File: config.mk
export PLATFORM = sky130hd
export DESIGN_NAME = terminal_line_editor
export DESIGN_NICKNAME = d
export VERILOG_FILES = /design/src/hw/rtl/tle_pkg.sv /design/src/hw/rtl/terminal_line_editor.sv /design/src/hw/rtl/tle_dp.sv /design/src/hw/rtl/tle_ctrl.sv
export SDC_FILE = /design/constraint.sdc
export NUM_CORES = 1
export LEC_CHECK = 0
export BUFFER_PORTS_ARGS = -buffer_cell sky130_fd_sc_hd__buf_4
export CAP_MARGIN = 0
export CORE_ASPECT_RATIO = 1.75
export CORE_UTILIZATION = 50
export DETAILED_ROUTE_END_ITERATION = 6
export PLACE_DENSITY = 0.71
export SKIP_LAST_GASP = 1
export SYNTH_ARGS = -nofsm -noshare
export SYNTH_HDL_FRONTEND = slang
export SYNTH_SLANG_ARGS = --single-unit
export TNS_END_PERCENT = 50
File: constraint.sdc
create_clock -name clk_i -period 8.85 [get_ports clk_i]
set_clock_uncertainty 0.05 [all_clocks]
set_input_delay 0.885 -clock clk_i [delete_from_list [all_inputs] [get_ports clk_i]]
set_output_delay 0.885 -clock clk_i [all_outputs]
set_load 0.02 [all_outputs]
File: src/hw/rtl/tle_pkg.sv
// Shared package for the terminal line editor.
// Holds the sizes, character codes, edit operation codes and the command and
// status structs between the controller and the datapath. No dependencies.
package tle_pkg;

  localparam int unsigned LineCapacity = 16;
  localparam int unsigned IdxW         = $clog2(LineCapacity);
  localparam int unsigned CntW         = $clog2(LineCapacity + 1);
  localparam int unsigned CharW        = 8;
  localparam int unsigned StoreW       = 7;
  localparam int unsigned LimitW       = 5;

  localparam logic [LimitW-1:0] LimitReset = LimitW'(16);

  localparam logic [CharW-1:0] CH_BS     = 8'h08;
  localparam logic [CharW-1:0] CH_NL     = 8'h0A;
  localparam logic [CharW-1:0] CH_ESC    = 8'h1B;
  localparam logic [CharW-1:0] CH_SPACE  = 8'h20;
  localparam logic [CharW-1:0] CH_THREE  = 8'h33;
  localparam logic [CharW-1:0] CH_UPC    = 8'h43;
  localparam logic [CharW-1:0] CH_UPD    = 8'h44;
  localparam logic [CharW-1:0] CH_UPF    = 8'h46;
  localparam logic [CharW-1:0] CH_UPH    = 8'h48;
  localparam logic [CharW-1:0] CH_LBRACK = 8'h5B;
  localparam logic [CharW-1:0] CH_TILDE  = 8'h7E;
  localparam logic [CharW-1:0] CH_DEL    = 8'h7F;

  typedef enum logic [3:0] {
    OP_NONE    = 4'd0,
    OP_INSERT  = 4'd1,
    OP_BKSP    = 4'd2,
    OP_DELETE  = 4'd3,
    OP_LEFT    = 4'd4,
    OP_RIGHT   = 4'd5,
    OP_HOME    = 4'd6,
    OP_END     = 4'd7,
    OP_NEWLINE = 4'd8
  } op_e;

  typedef enum logic [2:0] {
    SEL_HEAD  = 3'd0,
    SEL_TAIL  = 3'd1,
    SEL_BLANK = 3'd2,
    SEL_BACK  = 3'd3,
    SEL_CLOSE = 3'd4
  } sel_e;

  typedef struct packed {
    logic             load;
    op_e              op;
    logic [CharW-1:0] in_char;
    logic             emit;
    sel_e             sel;
    logic             last;
    logic             tail_step;
    logic             back_step;
  } cmd_t;

  typedef struct packed {
    logic cur_zero;
    logic at_end;
    logic full;
    logic tail_empty;
    logic tail_one;
    logic back_zero;
    logic back_one;
    logic out_free;
  } sts_t;

endpackage

File: src/hw/rtl/terminal_line_editor.sv
// Terminal line editor: one received byte per transaction in, echo and line bytes out.
// A byte with no echo gives no result; a byte gives at most 33 results, and the next byte
// is not accepted until the last result of the current one has been emitted.
// Throughput is bounded by the single output register, fed one character per cycle while it is free.
// Reset (rst_ni, async, active low): line empty, cursor 0, normal mode, limit 16;
// the line store is not cleared. Depends on tle_pkg, tle_ctrl, tle_dp.
module terminal_line_editor (
  input  logic                          clk_i,
  input  logic                          rst_ni,
  // configuration: line_limit
  input  logic                          cfg_we_i,
  input  logic [tle_pkg::LimitW-1:0]    cfg_wdata_i,
  // received characters
  input  logic                          in_valid_i,
  output logic                          in_ready_o,
  input  logic [tle_pkg::CharW-1:0]     in_char_i,
  // echo and finished line bytes
  output logic                          out_valid_o,
  input  logic                          out_ready_i,
  output logic                          out_kind_o,
  output logic [tle_pkg::CharW-1:0]     out_char_o,
  output logic                          last_o
);

  tle_pkg::cmd_t cmd;
  tle_pkg::sts_t sts;

  // Controller: decodes the byte (with the escape state), picks the edit and then
  // walks the echo phases (head char, redrawn tail, blank, backspaces, closing newline).
  tle_ctrl u_ctrl (
    .clk_i      (clk_i),
    .rst_ni     (rst_ni),
    .in_valid_i (in_valid_i),
    .in_ready_o (in_ready_o),
    .in_char_i  (in_char_i),
    .sts_i      (sts),
    .cmd_o      (cmd)
  );

  // Datapath: shifts the line store on the accepting edge, keeps cursor and length,
  // counts the tail and backspace runs and holds the output register.
  tle_dp u_dp (
    .clk_i       (clk_i),
    .rst_ni      (rst_ni),
    .cfg_we_i    (cfg_we_i),
    .cfg_wdata_i (cfg_wdata_i),
    .cmd_i       (cmd),
    .sts_o       (sts),
    .out_ready_i (out_ready_i),
    .out_valid_o (out_valid_o),
    .out_kind_o  (out_kind_o),
    .out_char_o  (out_char_o),
    .last_o      (last_o)
  );

  // A character is only pushed into a free output slot.
  assert property (@(posedge clk_i) disable iff (!rst_ni) cmd.emit |-> sts.out_free)
    else $error("emit into occupied output register");

  // When waiting for input, no echo run is left pending.
  assert property (@(posedge clk_i) disable iff (!rst_ni)
    in_ready_o |-> (sts.tail_empty && sts.back_zero))
    else $error("idle with pending echo run");

  // The final result of a transaction returns the controller to idle.
  assert property (@(posedge clk_i) disable iff (!rst_ni)
    (cmd.emit && cmd.last) |=> in_ready_o)
    else $error("not idle after last result");

  // Emitting a result marks the output valid on the next edge.
  assert property (@(posedge clk_i) disable iff (!rst_ni) cmd.emit |=> out_valid_o)
    else $error("emitted result not presented");

endmodule

File: src/hw/rtl/tle_dp.sv
// Datapath of the terminal line editor: line store, cursor, length, limit,
// echo walk counters and the output register. Depends on tle_pkg.
module tle_dp (
  input  logic                               clk_i,
  input  logic                               rst_ni,
  input  logic                               cfg_we_i,
  input  logic [tle_pkg::LimitW-1:0]         cfg_wdata_i,
  input  tle_pkg::cmd_t                      cmd_i,
  output tle_pkg::sts_t                      sts_o,
  input  logic                               out_ready_i,
  output logic                               out_valid_o,
  output logic                               out_kind_o,
  output logic [tle_pkg::CharW-1:0]          out_char_o,
  output logic                               last_o
);

  logic [tle_pkg::StoreW-1:0] store_q [tle_pkg::LineCapacity];
  logic [tle_pkg::StoreW-1:0] store_d [tle_pkg::LineCapacity];

  logic [tle_pkg::LimitW-1:0] limit_q;
  logic [tle_pkg::CntW-1:0]   cursor_q, cursor_d;
  logic [tle_pkg::CntW-1:0]   len_q, len_d;
  logic [tle_pkg::CntW-1:0]   idx_q, idx_d;
  logic [tle_pkg::CntW-1:0]   end_q, end_d;
  logic [tle_pkg::CntW-1:0]   back_q, back_d;
  logic [tle_pkg::CharW-1:0]  hd_q, hd_d;
  logic                       tkind_q, tkind_d;

  logic                       out_valid_q;
  logic                       out_kind_q;
  logic [tle_pkg::CharW-1:0]  out_char_q;
  logic                       out_last_q;
  logic                       emit_kind;
  logic [tle_pkg::CharW-1:0]  emit_char;

  logic [tle_pkg::CntW-1:0]   lim;
  logic [tle_pkg::CntW-1:0]   cur_m1;
  logic [tle_pkg::CntW-1:0]   len_m1;
  logic [tle_pkg::CntW-1:0]   rm_at;
  logic [tle_pkg::CntW-1:0]   nl_end;
  logic [tle_pkg::StoreW-1:0] rd_char;

  // effective limit: values above capacity act as capacity
  assign lim = (tle_pkg::CntW'(limit_q) > tle_pkg::CntW'(tle_pkg::LineCapacity))
             ? tle_pkg::CntW'(tle_pkg::LineCapacity) : tle_pkg::CntW'(limit_q);
  assign cur_m1 = cursor_q - tle_pkg::CntW'(1);
  assign len_m1 = len_q - tle_pkg::CntW'(1);
  assign rm_at  = (cmd_i.op == tle_pkg::OP_BKSP) ? cur_m1 : cursor_q;
  assign nl_end = (len_q > tle_pkg::CntW'(tle_pkg::LineCapacity - 1))
                ? tle_pkg::CntW'(tle_pkg::LineCapacity - 1) : len_q;
  assign rd_char = store_q[idx_q[tle_pkg::IdxW-1:0]];

  // store shifting for insert and removal
  always_comb begin
    for (int i = 0; i < tle_pkg::LineCapacity; i++) begin
      store_d[i] = store_q[i];
    end
    if (cmd_i.load && cmd_i.op == tle_pkg::OP_INSERT) begin
      for (int i = 1; i < tle_pkg::LineCapacity; i++) begin
        if (tle_pkg::CntW'(i) > cursor_q && tle_pkg::CntW'(i) <= len_q) begin
          store_d[i] = store_q[i-1];
        end
      end
      for (int i = 0; i < tle_pkg::LineCapacity; i++) begin
        if (tle_pkg::CntW'(i) == cursor_q) begin
          store_d[i] = cmd_i.in_char[tle_pkg::StoreW-1:0];
        end
      end
    end else if (cmd_i.load && (cmd_i.op == tle_pkg::OP_BKSP ||
                                cmd_i.op == tle_pkg::OP_DELETE)) begin
      for (int i = 0; i < tle_pkg::LineCapacity - 1; i++) begin
        if (tle_pkg::CntW'(i) >= rm_at && tle_pkg::CntW'(i + 1) < len_q) begin
          store_d[i] = store_q[i+1];
        end
      end
    end
  end

  // edit and echo plan
  always_comb begin
    cursor_d = cursor_q;
    len_d    = len_q;
    idx_d    = idx_q;
    end_d    = end_q;
    back_d   = back_q;
    hd_d     = hd_q;
    tkind_d  = tkind_q;
    if (cmd_i.load) begin
      idx_d   = '0;
      end_d   = '0;
      back_d  = '0;
      hd_d    = tle_pkg::CH_BS;
      tkind_d = 1'b0;
      unique case (cmd_i.op)
        tle_pkg::OP_INSERT: begin
          cursor_d = cursor_q + tle_pkg::CntW'(1);
          len_d    = len_q + tle_pkg::CntW'(1);
          idx_d    = cursor_q + tle_pkg::CntW'(1);
          end_d    = len_q + tle_pkg::CntW'(1);
          back_d   = len_q - cursor_q;
          hd_d     = cmd_i.in_char;
        end
        tle_pkg::OP_BKSP: begin
          cursor_d = cur_m1;
          len_d    = len_m1;
          idx_d    = cur_m1;
          end_d    = len_m1;
          back_d   = len_q - cursor_q + tle_pkg::CntW'(1);
        end
        tle_pkg::OP_DELETE: begin
          len_d  = len_m1;
          idx_d  = cursor_q;
          end_d  = len_m1;
          back_d = len_q - cursor_q;
        end
        tle_pkg::OP_LEFT: begin
          cursor_d = cur_m1;
        end
        tle_pkg::OP_RIGHT: begin
          cursor_d = cursor_q + tle_pkg::CntW'(1);
          idx_d    = cursor_q;
          end_d    = cursor_q + tle_pkg::CntW'(1);
        end
        tle_pkg::OP_HOME: begin
          cursor_d = '0;
          back_d   = cursor_q;
        end
        tle_pkg::OP_END: begin
          cursor_d = len_q;
          idx_d    = cursor_q;
          end_d    = len_q;
        end
        tle_pkg::OP_NEWLINE: begin
          cursor_d = '0;
          len_d    = '0;
          end_d    = nl_end;
          hd_d     = tle_pkg::CH_NL;
          tkind_d  = 1'b1;
        end
        default: begin
        end
      endcase
    end else begin
      if (cmd_i.tail_step) idx_d = idx_q + tle_pkg::CntW'(1);
      if (cmd_i.back_step) back_d = back_q - tle_pkg::CntW'(1);
    end
  end

  always_comb begin
    emit_kind = 1'b0;
    emit_char = tle_pkg::CH_BS;
    unique case (cmd_i.sel)
      tle_pkg::SEL_HEAD:  emit_char = hd_q;
      tle_pkg::SEL_TAIL: begin
        emit_kind = tkind_q;
        emit_char = {1'b0, rd_char};
      end
      tle_pkg::SEL_BLANK: emit_char = tle_pkg::CH_SPACE;
      tle_pkg::SEL_BACK:  emit_char = tle_pkg::CH_BS;
      tle_pkg::SEL_CLOSE: begin
        emit_kind = 1'b1;
        emit_char = tle_pkg::CH_NL;
      end
      default: begin
      end
    endcase
  end

  always_ff @(posedge clk_i or negedge rst_ni) begin
    if (!rst_ni) begin
      limit_q     <= tle_pkg::LimitReset;
      cursor_q    <= '0;
      len_q       <= '0;
      idx_q       <= '0;
      end_q       <= '0;
      back_q      <= '0;
      tkind_q     <= 1'b0;
      out_valid_q <= 1'b0;
    end else begin
      if (cfg_we_i) limit_q <= cfg_wdata_i;
      cursor_q <= cursor_d;
      len_q    <= len_d;
      idx_q    <= idx_d;
      end_q    <= end_d;
      back_q   <= back_d;
      tkind_q  <= tkind_d;
      if (cmd_i.emit) begin
        out_valid_q <= 1'b1;
      end else if (out_ready_i) begin
        out_valid_q <= 1'b0;
      end
    end
  end

  always_ff @(posedge clk_i) begin
    for (int i = 0; i < tle_pkg::LineCapacity; i++) begin
      store_q[i] <= store_d[i];
    end
    hd_q <= hd_d;
    if (cmd_i.emit) begin
      out_kind_q <= emit_kind;
      out_char_q <= emit_char;
      out_last_q <= cmd_i.last;
    end
  end

  // fields in struct order: cur_zero, at_end, full, tail_empty, tail_one,
  // back_zero, back_one, out_free
  assign sts_o = {(cursor_q == '0),
                  (cursor_q == len_q),
                  (len_q >= lim),
                  (idx_q == end_q),
                  ((idx_q + tle_pkg::CntW'(1)) == end_q),
                  (back_q == '0),
                  (back_q == tle_pkg::CntW'(1)),
                  (!out_valid_q || out_ready_i)};

  assign out_valid_o = out_valid_q;
  assign out_kind_o  = out_kind_q;
  assign out_char_o  = out_char_q;
  assign last_o      = out_last_q;

endmodule

File: src/hw/rtl/tle_ctrl.sv
// Controller of the terminal line editor: escape decoding, edit selection
// and the echo phase sequencer. Depends on tle_pkg.
module tle_ctrl (
  input  logic                      clk_i,
  input  logic                      rst_ni,
  input  logic                      in_valid_i,
  output logic                      in_ready_o,
  input  logic [tle_pkg::CharW-1:0] in_char_i,
  input  tle_pkg::sts_t             sts_i,
  output tle_pkg::cmd_t             cmd_o
);

  typedef enum logic [6:0] {
    S_IDLE  = 7'b0000001,
    S_START = 7'b0000010,
    S_HEAD  = 7'b0000100,
    S_TAIL  = 7'b0001000,
    S_BLANK = 7'b0010000,
    S_BACK  = 7'b0100000,
    S_CLOSE = 7'b1000000
  } state_e;

  typedef enum logic [3:0] {
    M_NORMAL = 4'b0001,
    M_ESC1   = 4'b0010,
    M_ESC2   = 4'b0100,
    M_ESC3   = 4'b1000
  } mode_e;

  state_e state_q, state_d;
  state_e after_head, after_tail, after_blank, after_back, nxt;
  mode_e  mode_q, mode_d;
  logic   head_en_q, head_en_d;
  logic   blank_en_q, blank_en_d;
  logic   close_en_q, close_en_d;
  logic   accept;
  logic   printable;
  logic   emit;
  tle_pkg::sel_e sel;
  tle_pkg::op_e op;

  assign in_ready_o = (state_q == S_IDLE);
  assign accept     = in_valid_i && in_ready_o;
  assign printable  = (in_char_i >= tle_pkg::CH_SPACE) && (in_char_i < tle_pkg::CH_DEL);

  // decode the received byte against the escape mode
  always_comb begin
    op     = tle_pkg::OP_NONE;
    mode_d = mode_q;
    unique case (mode_q)
      M_NORMAL: begin
        if (in_char_i == tle_pkg::CH_NL) begin
          op = tle_pkg::OP_NEWLINE;
        end else if (in_char_i == tle_pkg::CH_ESC) begin
          mode_d = M_ESC1;
        end else if (in_char_i == tle_pkg::CH_DEL || in_char_i == tle_pkg::CH_BS) begin
          if (!sts_i.cur_zero) op = tle_pkg::OP_BKSP;
        end else if (printable && !sts_i.full) begin
          op = tle_pkg::OP_INSERT;
        end
      end
      M_ESC1: begin
        mode_d = (in_char_i == tle_pkg::CH_LBRACK) ? M_ESC2 : M_NORMAL;
      end
      M_ESC2: begin
        mode_d = M_NORMAL;
        if (in_char_i == tle_pkg::CH_UPD) begin
          if (!sts_i.cur_zero) op = tle_pkg::OP_LEFT;
        end else if (in_char_i == tle_pkg::CH_UPC) begin
          if (!sts_i.at_end) op = tle_pkg::OP_RIGHT;
        end else if (in_char_i == tle_pkg::CH_UPH) begin
          op = tle_pkg::OP_HOME;
        end else if (in_char_i == tle_pkg::CH_UPF) begin
          op = tle_pkg::OP_END;
        end else if (in_char_i == tle_pkg::CH_THREE) begin
          mode_d = M_ESC3;
        end
      end
      M_ESC3: begin
        mode_d = M_NORMAL;
        if (in_char_i == tle_pkg::CH_TILDE && !sts_i.at_end) op = tle_pkg::OP_DELETE;
      end
      default: mode_d = M_NORMAL;
    endcase
  end

  // phase order: head, tail, blank, back, close
  assign after_back  = close_en_q ? S_CLOSE : S_IDLE;
  assign after_blank = !sts_i.back_zero ? S_BACK : after_back;
  assign after_tail  = blank_en_q ? S_BLANK : after_blank;
  assign after_head  = !sts_i.tail_empty ? S_TAIL : after_tail;

  always_comb begin
    nxt = S_IDLE;
    sel = tle_pkg::SEL_HEAD;
    unique case (state_q)
      S_HEAD:  nxt = after_head;
      S_TAIL: begin
        nxt = sts_i.tail_one ? after_tail : S_TAIL;
        sel = tle_pkg::SEL_TAIL;
      end
      S_BLANK: begin
        nxt = after_blank;
        sel = tle_pkg::SEL_BLANK;
      end
      S_BACK: begin
        nxt = sts_i.back_one ? after_back : S_BACK;
        sel = tle_pkg::SEL_BACK;
      end
      S_CLOSE: begin
        nxt = S_IDLE;
        sel = tle_pkg::SEL_CLOSE;
      end
      default: nxt = S_IDLE;
    endcase
  end

  always_comb begin
    state_d    = state_q;
    head_en_d  = head_en_q;
    blank_en_d = blank_en_q;
    close_en_d = close_en_q;
    emit       = 1'b0;
    unique case (state_q)
      S_IDLE: begin
        if (accept) begin
          state_d    = S_START;
          head_en_d  = (op == tle_pkg::OP_INSERT) || (op == tle_pkg::OP_BKSP) ||
                       (op == tle_pkg::OP_LEFT) || (op == tle_pkg::OP_NEWLINE);
          blank_en_d = (op == tle_pkg::OP_BKSP) || (op == tle_pkg::OP_DELETE);
          close_en_d = (op == tle_pkg::OP_NEWLINE);
        end
      end
      S_START: state_d = head_en_q ? S_HEAD : after_head;
      S_HEAD, S_TAIL, S_BLANK, S_BACK, S_CLOSE: begin
        if (sts_i.out_free) begin
          emit    = 1'b1;
          state_d = nxt;
        end
      end
      default: state_d = S_IDLE;
    endcase
  end

  // fields in struct order: load, op, in_char, emit, sel, last, tail_step, back_step
  assign cmd_o = {accept, op, in_char_i, emit, sel, (nxt == S_IDLE),
                  emit && (state_q == S_TAIL), emit && (state_q == S_BACK)};

  always_ff @(posedge clk_i or negedge rst_ni) begin
    if (!rst_ni) begin
      state_q    <= S_IDLE;
      mode_q     <= M_NORMAL;
      head_en_q  <= 1'b0;
      blank_en_q <= 1'b0;
      close_en_q <= 1'b0;
    end else begin
      state_q    <= state_d;
      if (accept) mode_q <= mode_d;
      head_en_q  <= head_en_d;
      blank_en_q <= blank_en_d;
      close_en_q <= close_en_d;
    end
  end

endmodule
* Word level (Yosys, flattened, before mapping)
Memory sizes are Yosys's and may differ from the RTL's. Index checks and enable logic that the tools add are counted.
Word-level totals: input port bits 18, output and inout bits 12, word-level logic and storage cells 318, RAM bits 112, register bits after elaboration 64, memories 1
Operators by class: mux-type cells 103, equality and inequality tests 57, $lt $le $gt $ge 65, $add $sub $neg 8, reduce and logical (&&, ||, !) cells 67
Memories:
- u_dp.store_q | words 16, width 7, read ports 17, clocked after memory_dff 0, write ports 16, RTL line tle_dp.sv:17 | logic [tle_pkg::StoreW-1:0] store_q [tle_pkg::LineCapacity];
Operators with widths (number):
- $mux W7 | 56
- $mux W105 | 2
- $eq A8 B7 Y1 const B | 7
- $mux W4 | 13
- $pmux W5 S3 | 3
- $eq A4 B5 Y1 const A | 8
- $gt A4 B5 Y1 const A | 8
- $le A4 B5 Y1 const A | 8
- $lt A4 B5 Y1 const A | 8
- $logic_and A1 B1 Y1 | 38
- $ge A4 B5 Y1 const A | 7
- $mux W5 | 7
- $pmux W8 S4 | 1
- $pmux W7 S4 | 1
- $pmux W5 S5 | 1
- $pmux W4 S3 | 2
- $pmux W7 S3 | 1
- $add A5 B1 Y5 const B | 4
- $eq A3 B5 Y1 const A | 4
- $eq A4 B3 Y1 const B | 5
- $ge A3 B5 Y1 const A | 4
- $gt A3 B5 Y1 const A | 4
- $le A3 B5 Y1 const A | 4
- $lt A3 B5 Y1 const A | 4
- other kinds (56) | 100

* Logic depth before layout (Yosys ltp)
Gate-level depths: netlist (run 1).
depth in word-level cells 17, mapped depth 13, depth with buffers taken out 11

* By module
From an unflattened synthesis (run 1), not the netlist that was laid out.
Unflattened totals: cell total of the unflattened synthesis 1339, area, all modules 12803.5 um^2
Modules (own cells, without submodules):
- tle_dp | cells each 1184, seq. area each 4705.8 um^2, instances 1, area each 11476.0 um^2
- tle_ctrl | cells each 155, seq. area each 352.8 um^2, instances 1, area each 1327.5 um^2

* Least setup slack after synthesis (run 1)
Ideal clock, no wire load.
path type input to register, from in in_char_i[0] in the netlist's numbering, to mem u_dp.store_q[14][0] in the netlist's numbering (enable), setup slack 5.139 ns, arrival time 3.279 ns, buffers on the path 2, library setup time 0.383 ns, data required time 8.417 ns, cell stages on the path 9, cell sequence buf_2 -> or4bb_1 -> o21bai_1 -> a211o_4 -> and2_1 -> buf_6 -> a21oi_4 -> o21ai_2 -> a211oi_1
RTL lines:
- from (decl) | RTL line terminal_line_editor.sv:16 | input logic [tle_pkg::CharW-1:0] in_char_i,
- to (decl) | RTL line tle_dp.sv:17

==> results of run 1 <==
## sequential cells by signal, indices dropped and copies added (netlist names), 5 cells and up
signal           flops
u_ctrl.state_q       7
u_dp.back_q          5
u_dp.cursor_q        5
u_dp.end_q           5
u_dp.hd_q            8
u_dp.idx_q           5
u_dp.len_q           5
u_dp.limit_q         5
u_dp.out_char_o      8
u_dp.store_q       112
## area by class of cell
class                      instances  area, um^2
timing repair buffer              51         383
clock buffer                      19         433
inverter                          23        86.3
fill                            2112       10800
multi-input combinational        960        6650
tap                              308         385
sequential                       175        5030
clock inverter                    13         151
## cell families (layout without fill, tap and decap cells)
family	count (synthesis)	count (layout)
adders and majority gates	25	25
buffers and inverters	123	106
AOI/OAI and AO/OA	332	332
and+or+nand+nor	422	422
DFF	175	175
muxes	149	149
xor gates and xnor gates	31	31
other	1	1
## routing by layer
| layer | vias up | routed length, um |
|---|---|---|
| met5 | - | 0 |
| met4 | 0 | 2120 |
| met3 | 126 | 2170 |
| met2 | 498 | 20400 |
| met1 | 4973 | 14100 |
| li1 | 4637 | - |
## worst max-delay path by stage
| stage | start | end | slack [ps] | cells after the start |
|---|---|---|---|---|
| floorplan | in_char_i[0] | u_dp.store_q[14][0] | 5140 | 9 |
| global placement | in_char_i[6] | u_dp.store_q[3][0] | 4090 | 8 |
| detailed placement | in_char_i[5] | u_dp.store_q[3][4] | 4050 | 8 |
| CTS | u_dp.cursor_q[0] | u_dp.store_q[1][5] | 4140 | 10 |
| global route | u_ctrl.state_q[2] | u_dp.store_q[3][6] | 3780 | 9 |
| finish | u_dp.cursor_q[0] | u_dp.store_q[1][5] | 4030 | 10 |
## layout by cell type (no fill, tap or decap), types with 15 or more instances in the layout
cell type / instances
nor2_1: 152
a21oi_1: 152
edfxtp_1: 130
nand2_1: 103
mux2i_1: 102
buf_4: 51
o21ai_0: 47
dfrtp_1: 42
nand3_1: 36
mux4_2: 35
nor3_1: 30
ha_1: 24
inv_1: 19
xor2_1: 17
clkbuf_16: 17
and2_1: 16
a22o_1: 15
## through the flow
stage | cells | total power [uW]
after floorplan | 1258 | 2150
after global placement | 1517 | 2590
after detailed placement | 1517 | 2600
after CTS | 1549 | 3360
after global routing | 1549 | 3550
final | 1549 | 3400
## cell usage after synthesis, types with 19 or more instances
cell / n
a21oi_1: 152
buf_2: 35
clkbuf_1: 50
dfrtp_1: 42
edfxtp_1: 130
ha_1: 24
inv_1: 19
mux2i_1: 102
mux4_2: 35
nand2_1: 103
nand3_1: 36
nor2_1: 152
nor3_1: 30
o21ai_0: 47
## power groups by stage
stage | clock network (uW) | logic [uW] | registers [uW]
global placement | 0 | 1540 | 1060
CTS | 771 | 1540 | 1040
global route | 798 | 1690 | 1050
detailed placement | 0 | 1540 | 1060
floorplan | 0 | 1130 | 1020
finish | 767 | 1580 | 1050
==> results.sh, run 1 <==
export IMPL_status="finished clean"
export IMPL_combPwrFrac_pct=46.6
export IMPL_synthToLayoutAreaGrowth_pct=7.69
export IMPL_gr_total_overflow=0
export IMPL_drtAntennaViolNets=0
export IMPL_drt_iter0_drc=1076
export IMPL_syn_cell_area_um2=12200
export IMPL_pwr_share_clk_pct=22.6
export IMPL_worst_slack_ps=4030
export IMPL_ys_flop_type="edfxtp_1"
export IMPL_final_cell_area_um2=13100
export IMPL_startpoint_type="flip-flop"
export IMPL_syn_nets=1301
export IMPL_tightest_slew_ps=1130
export IMPL_crit_buf_inv=2
export IMPL_synth_adder_area_share_pct=2.63
export IMPL_utilization_pct=54.8
export IMPL_synth_simple_gate_area_share_pct=16.3
export IMPL_start_util_pct=50.9
export IMPL_use_met1_pct=35.9
export IMPL_clock_path_buffers=2
export IMPL_clockRootBuffer="clkbuf_16"
export IMPL_ctsHoldBuffers=0
export IMPL_rr_endpoint="u_dp.store_q[1][5]"
export IMPL_critical_path_class="reg -> reg"
export IMPL_track_usage_pct=31.6
export IMPL_critical_path_cell_chain="inv_1 -> ha_1 -> nor4b_2 -> nor2b_1 -> o211a_1 -> buf_4 -> a21oi_1 -> o32a_1 -> or4_1 -> a21oi_1"
export IMPL_rows=75
export IMPL_cts_resized=0
export IMPL_num_vias=10234
export IMPL_swShare_pct=42.7
export IMPL_grt_start_max_net_pins=128
export IMPL_syn_avg_cell_area_um2=9.68
export IMPL_clk_latency_ps=460
export IMPL_synth_area_mux_share_pct=16.0
export IMPL_synthTopCellsByArea="edfxtp_1 32%, dfrtp_1 8.6%, mux2i_1 8.4%, mux4_2 6.5%, a21oi_1 6.2%"
export IMPL_dp_hpwl_um=27600
export IMPL_io_pins=30
export IMPL_whs_ps=385
export IMPL_rsz0062_at_grt="false"
export IMPL_p_leak_uw=0.00488
export IMPL_worst_path_max_delay_cell="dfrtp_1"
export IMPL_slew_violations=0
export IMPL_async_reset_ff_share_pct=25.7
export IMPL_final_nets=1271
export IMPL_dieArea_um2=25000
export IMPL_yosysTopAreaCellShare_pct=32.0
export IMPL_antenna_found_initial=0
export IMPL_yosysUniqueCellTypes=81
export IMPL_die_h_um=208
export IMPL_seqPwrFrac_pct=30.9
export IMPL_pre_cts_ws_ps=4050
export IMPL_crit_required_ps=8880
export IMPL_seq_area_frac_synth_pct=41.3
export IMPL_yosys_register_bits=175
export IMPL_post_cts_setup_buffer_count=0
export IMPL_use_met2_pct=56.2
export IMPL_hold_violations=0
export IMPL_syn_inst=1258
export IMPL_gp_congestion=0.971
export IMPL_ctsHtreeMaxLevel=4
export IMPL_critical_path_max_fanout=31
export IMPL_post_drt_wl_per_cell_um=25.1
export IMPL_hp_class="in -> async"
export IMPL_crit_family="compound AO/OA/AOI/OAI gates"
export IMPL_power_density_nw_per_um2=259
export IMPL_die_w_um=120
export IMPL_r2r_setup_slack_ps=4030
export IMPL_internal_power_uw=1950
export IMPL_maxCapViolCount=0
export IMPL_clk_pin_slew_ps=60
export IMPL_use_met3_pct=4.17
export IMPL_grt_first_pass_wirelength_um=58600
export IMPL_p_sw_uw=1450
export IMPL_setup_viol=0
export IMPL_drive_gt1_share_pct=12.0
export IMPL_synth_top_family_by_area="compound AO/OA/AOI/OAI gates"
export IMPL_avgViaCountPerCell=6.61
export IMPL_synth_edff_count=130
export IMPL_dr_pass1_iters=6
export IMPL_worstSetupEndpointType="flip-flop"
export IMPL_setup_tns_ps=0
export IMPL_ir_drop_mv=0.211
export IMPL_cp_data_arrival_time_ps=4850
export IMPL_slew_headroom_pct=22.5
export IMPL_finalWirelength_um=38800
export IMPL_synth_compound_area_share_pct=17.2
export IMPL_busiest_layer="met2"
export IMPL_port_buffers=29
export IMPL_yosys_warnings=0
export IMPL_fin_crit_ps=4820
export IMPL_post_route_period_util_pct=54.5
export IMPL_dpl_instance_area_um2=12500
export IMPL_reg2reg_depth=10
export IMPL_cts_sinks=175
export IMPL_r2r_start="u_dp.cursor_q[0]"
export IMPL_drc_errors=0
export IMPL_synth_largest_area_cell="edfxtp_1"
export IMPL_crit_top_cell="a21oi_1"
export IMPL_max_freq_mhz=207
export IMPL_slowest_delay_ps=750
export IMPL_cts_tree="built"
export IMPL_core_area_um2=23900
export IMPL_n_antenna_cell=0
export IMPL_grt_pass1_vias=9932
export IMPL_numCtsBuffers=17
export IMPL_synthXorXnorAreaFrac_pct=2.23
Power figures use the tool's default switching activity.
==> run 2: changes to the inputs <==
--- a/config.mk
+++ b/config.mk
@@ -10,7 +10,7 @@
 export CORE_ASPECT_RATIO = 1.75
 export CORE_UTILIZATION = 50
 export DETAILED_ROUTE_END_ITERATION = 6
-export PLACE_DENSITY = 0.71
+export PLACE_DENSITY = 0.74
 export SKIP_LAST_GASP = 1
 export SYNTH_ARGS = -nofsm -noshare
 export SYNTH_HDL_FRONTEND = slang
==> constraint.sdc (replaced) <==
create_clock -name clk_i -period 4.35 [get_ports clk_i]
set_clock_uncertainty 0.05 [all_clocks]
set_input_delay 0.435 -clock clk_i [delete_from_list [all_inputs] [get_ports clk_i]]
set_output_delay 0.435 -clock clk_i [all_outputs]
set_load 0.02 [all_outputs]
==> run 2 against run 1 <==
Against the previous run: non-clock buffer count rose by 35; wire length up 6.8%; flip-flop and latch count unchanged; setup slack got worse by 3600 ps; worst hold slack lost 250 ps; via count grew 3.5%; power up 110%; maximum frequency up 22%.
==> results.sh, run 2 (synthesized netlist as in run 1, its figures left out) <==
export IMPL_dpl_cell_count=1551
export IMPL_slew_violations=0
export IMPL_reg2reg_depth=10
export IMPL_rows=75
export IMPL_die_h_um=208
export IMPL_setup_viol=0
export IMPL_whs_ps=139
export IMPL_gr_total_overflow=0
export IMPL_ctsHtreeMaxLevel=4
export IMPL_port_buffers=29
export IMPL_fin_total_pwr_uw=7120
export IMPL_numCtsBuffers=17
export IMPL_regMostFlops="u_dp.store_q"
export IMPL_track_usage_pct=33.9
export IMPL_critical_path_class="reg -> reg"
export IMPL_post_drt_wl_per_cell_um=26.2
export IMPL_post_route_period_util_pct=91.0
export IMPL_tightest_slew_ps=1110
export IMPL_clk_pin_slew_ps=70
export IMPL_gp_congestion=1.01
export IMPL_drt_iter0_drc=1129
export IMPL_drtAntennaViolNets=0
export IMPL_dpl_instance_area_um2=12800
export IMPL_most_common_layout_cells="152 x nor2_1, 152 x a21oi_1, 130 x edfxtp_1"
export IMPL_hold_violations=0
export IMPL_grt_first_pass_wirelength_um=62400
export IMPL_r2r_setup_slack_ps=390
export IMPL_setup_tns_ps=0
export IMPL_critical_path_max_fanout=12
export IMPL_grt_start_max_net_pins=83
export IMPL_finalWirelength_um=41400
export IMPL_power_density_nw_per_um2=533
export IMPL_startpoint_type="flip-flop"
export IMPL_final_nets=1306
export IMPL_cts_sinks=175
export IMPL_ir_drop_mv=0.403
export IMPL_cts_tree="built"
export IMPL_antenna_found_initial=0
export IMPL_largest_register_ffs=112
export IMPL_p_leak_uw=0.00505
export IMPL_slew_headroom_pct=24.0
export IMPL_cts_resized=0
export IMPL_drc_errors=0
export IMPL_n_antenna_cell=0
export IMPL_grt_pass1_vias=10505
export IMPL_worstSetupEndpointType="flip-flop"
export IMPL_cp_data_arrival_time_ps=3990
export IMPL_dieArea_um2=25000
export IMPL_status="finished clean"
export IMPL_final_cell_area_um2=13400
export IMPL_clk_latency_ps=460
export IMPL_start_util_pct=50.9
export IMPL_clockRootBuffer="clkbuf_16"
export IMPL_dr_pass1_iters=5
export IMPL_synthToLayoutAreaGrowth_pct=9.79
export IMPL_maxCapViolCount=0
export IMPL_die_w_um=120
export IMPL_final_instance_count_excl_fill=1584
export IMPL_r2r_start="u_dp.cursor_q[0]"
export IMPL_clock_path_buffers=2
export IMPL_crit_required_ps=4380
export IMPL_rr_endpoint="u_dp.store_q[10][3]"
export IMPL_dp_hpwl_um=29600
export IMPL_io_pins=30
export IMPL_cp_startpoint="u_dp.cursor_q[0]"
export IMPL_avgViaCountPerCell=6.69
export IMPL_rsz0062_at_grt="false"
export IMPL_fin_crit_ps=3960
export IMPL_hp_class="in -> reg"
export IMPL_endpoint="u_dp.store_q[10][3]"
export IMPL_drive_gt1_share_pct=14.0
export IMPL_max_freq_mhz=253
export IMPL_core_area_um2=23900
export IMPL_num_vias=10594
run 2: cell count changes in the layout (fill, tap and decap cells not counted), moves of 2 or more:
cell and change:
inv_6 -2, clkinv_4 -2, buf_4 +33, clkinv_1 +3
run 2: how the worst min path moves through the flow:
stage | slack [ps] | depth (start not counted) | start | endpoint
after floorplan | 90 | 0 | rst_ni | u_ctrl.blank_en_q
after global placement | 430 | 1 | rst_ni | u_dp.limit_q[0]
after detailed placement | 440 | 1 | rst_ni | u_dp.limit_q[0]
after CTS | 140 | 2 | cfg_we_i | u_dp.limit_q[4]
after global routing | 150 | 2 | cfg_we_i | u_dp.limit_q[4]
final | 140 | 2 | cfg_we_i | u_dp.limit_q[4]
run 2: layout make-up:
class                      count  area [um^2]
sequential                   175         5030
clock inverter                12          134
clock buffer                  20          437
timing repair buffer          86          661
fill                        2140        10600
inverter                      23         86.3
multi-input combinational    960         6640
tap                          308          385
run 2: timing repair:
| item | CTS | global route |
|---|---|---|
| endpoints found under the setup margin | 0 | 0 |
| hold buffers | 1 | 0 |
| setup buffers | 0 | 0 |
| hold endpoints to repair | 42 | 0 |
run 2: power breakdown:
group          internal, uW  leakage [uW]  switching [uW]
Sequential             1950       0.00176             155
Combinational          1240       0.00301            2210
Clock                   853      0.000280             711
run 2: worst max-delay path, cell delays in order (launching register included):
cell	delay, ps
dfrtp_1	380
inv_1	80
buf_4	220
ha_1	220
nand2b_1	140
nor2_1	390
o2111ai_1	250
xnor2_1	540
a21bo_2	330
a211o_1	250
a21oi_1	720
run 2: through the flow:
stage / worst slack, ps / utilization (%)
floorplan: 748 / -
global placement: 557 / 53.5
detailed placement: 555 / 53.5
CTS: 514 / 55.9
global route: 358 / 55.9
finish: 390 / 55.9
run 2: layer usage:
layer | track usage (%) | share of wire, % | up-vias
met5 | 0 | 0 | -
met4 | 25.7 | 8.2 | 0
met3 | 5.92 | 6.6 | 187
met2 | 58.5 | 51 | 592
met1 | 36.2 | 35 | 5103
li1 | - | - | 4712
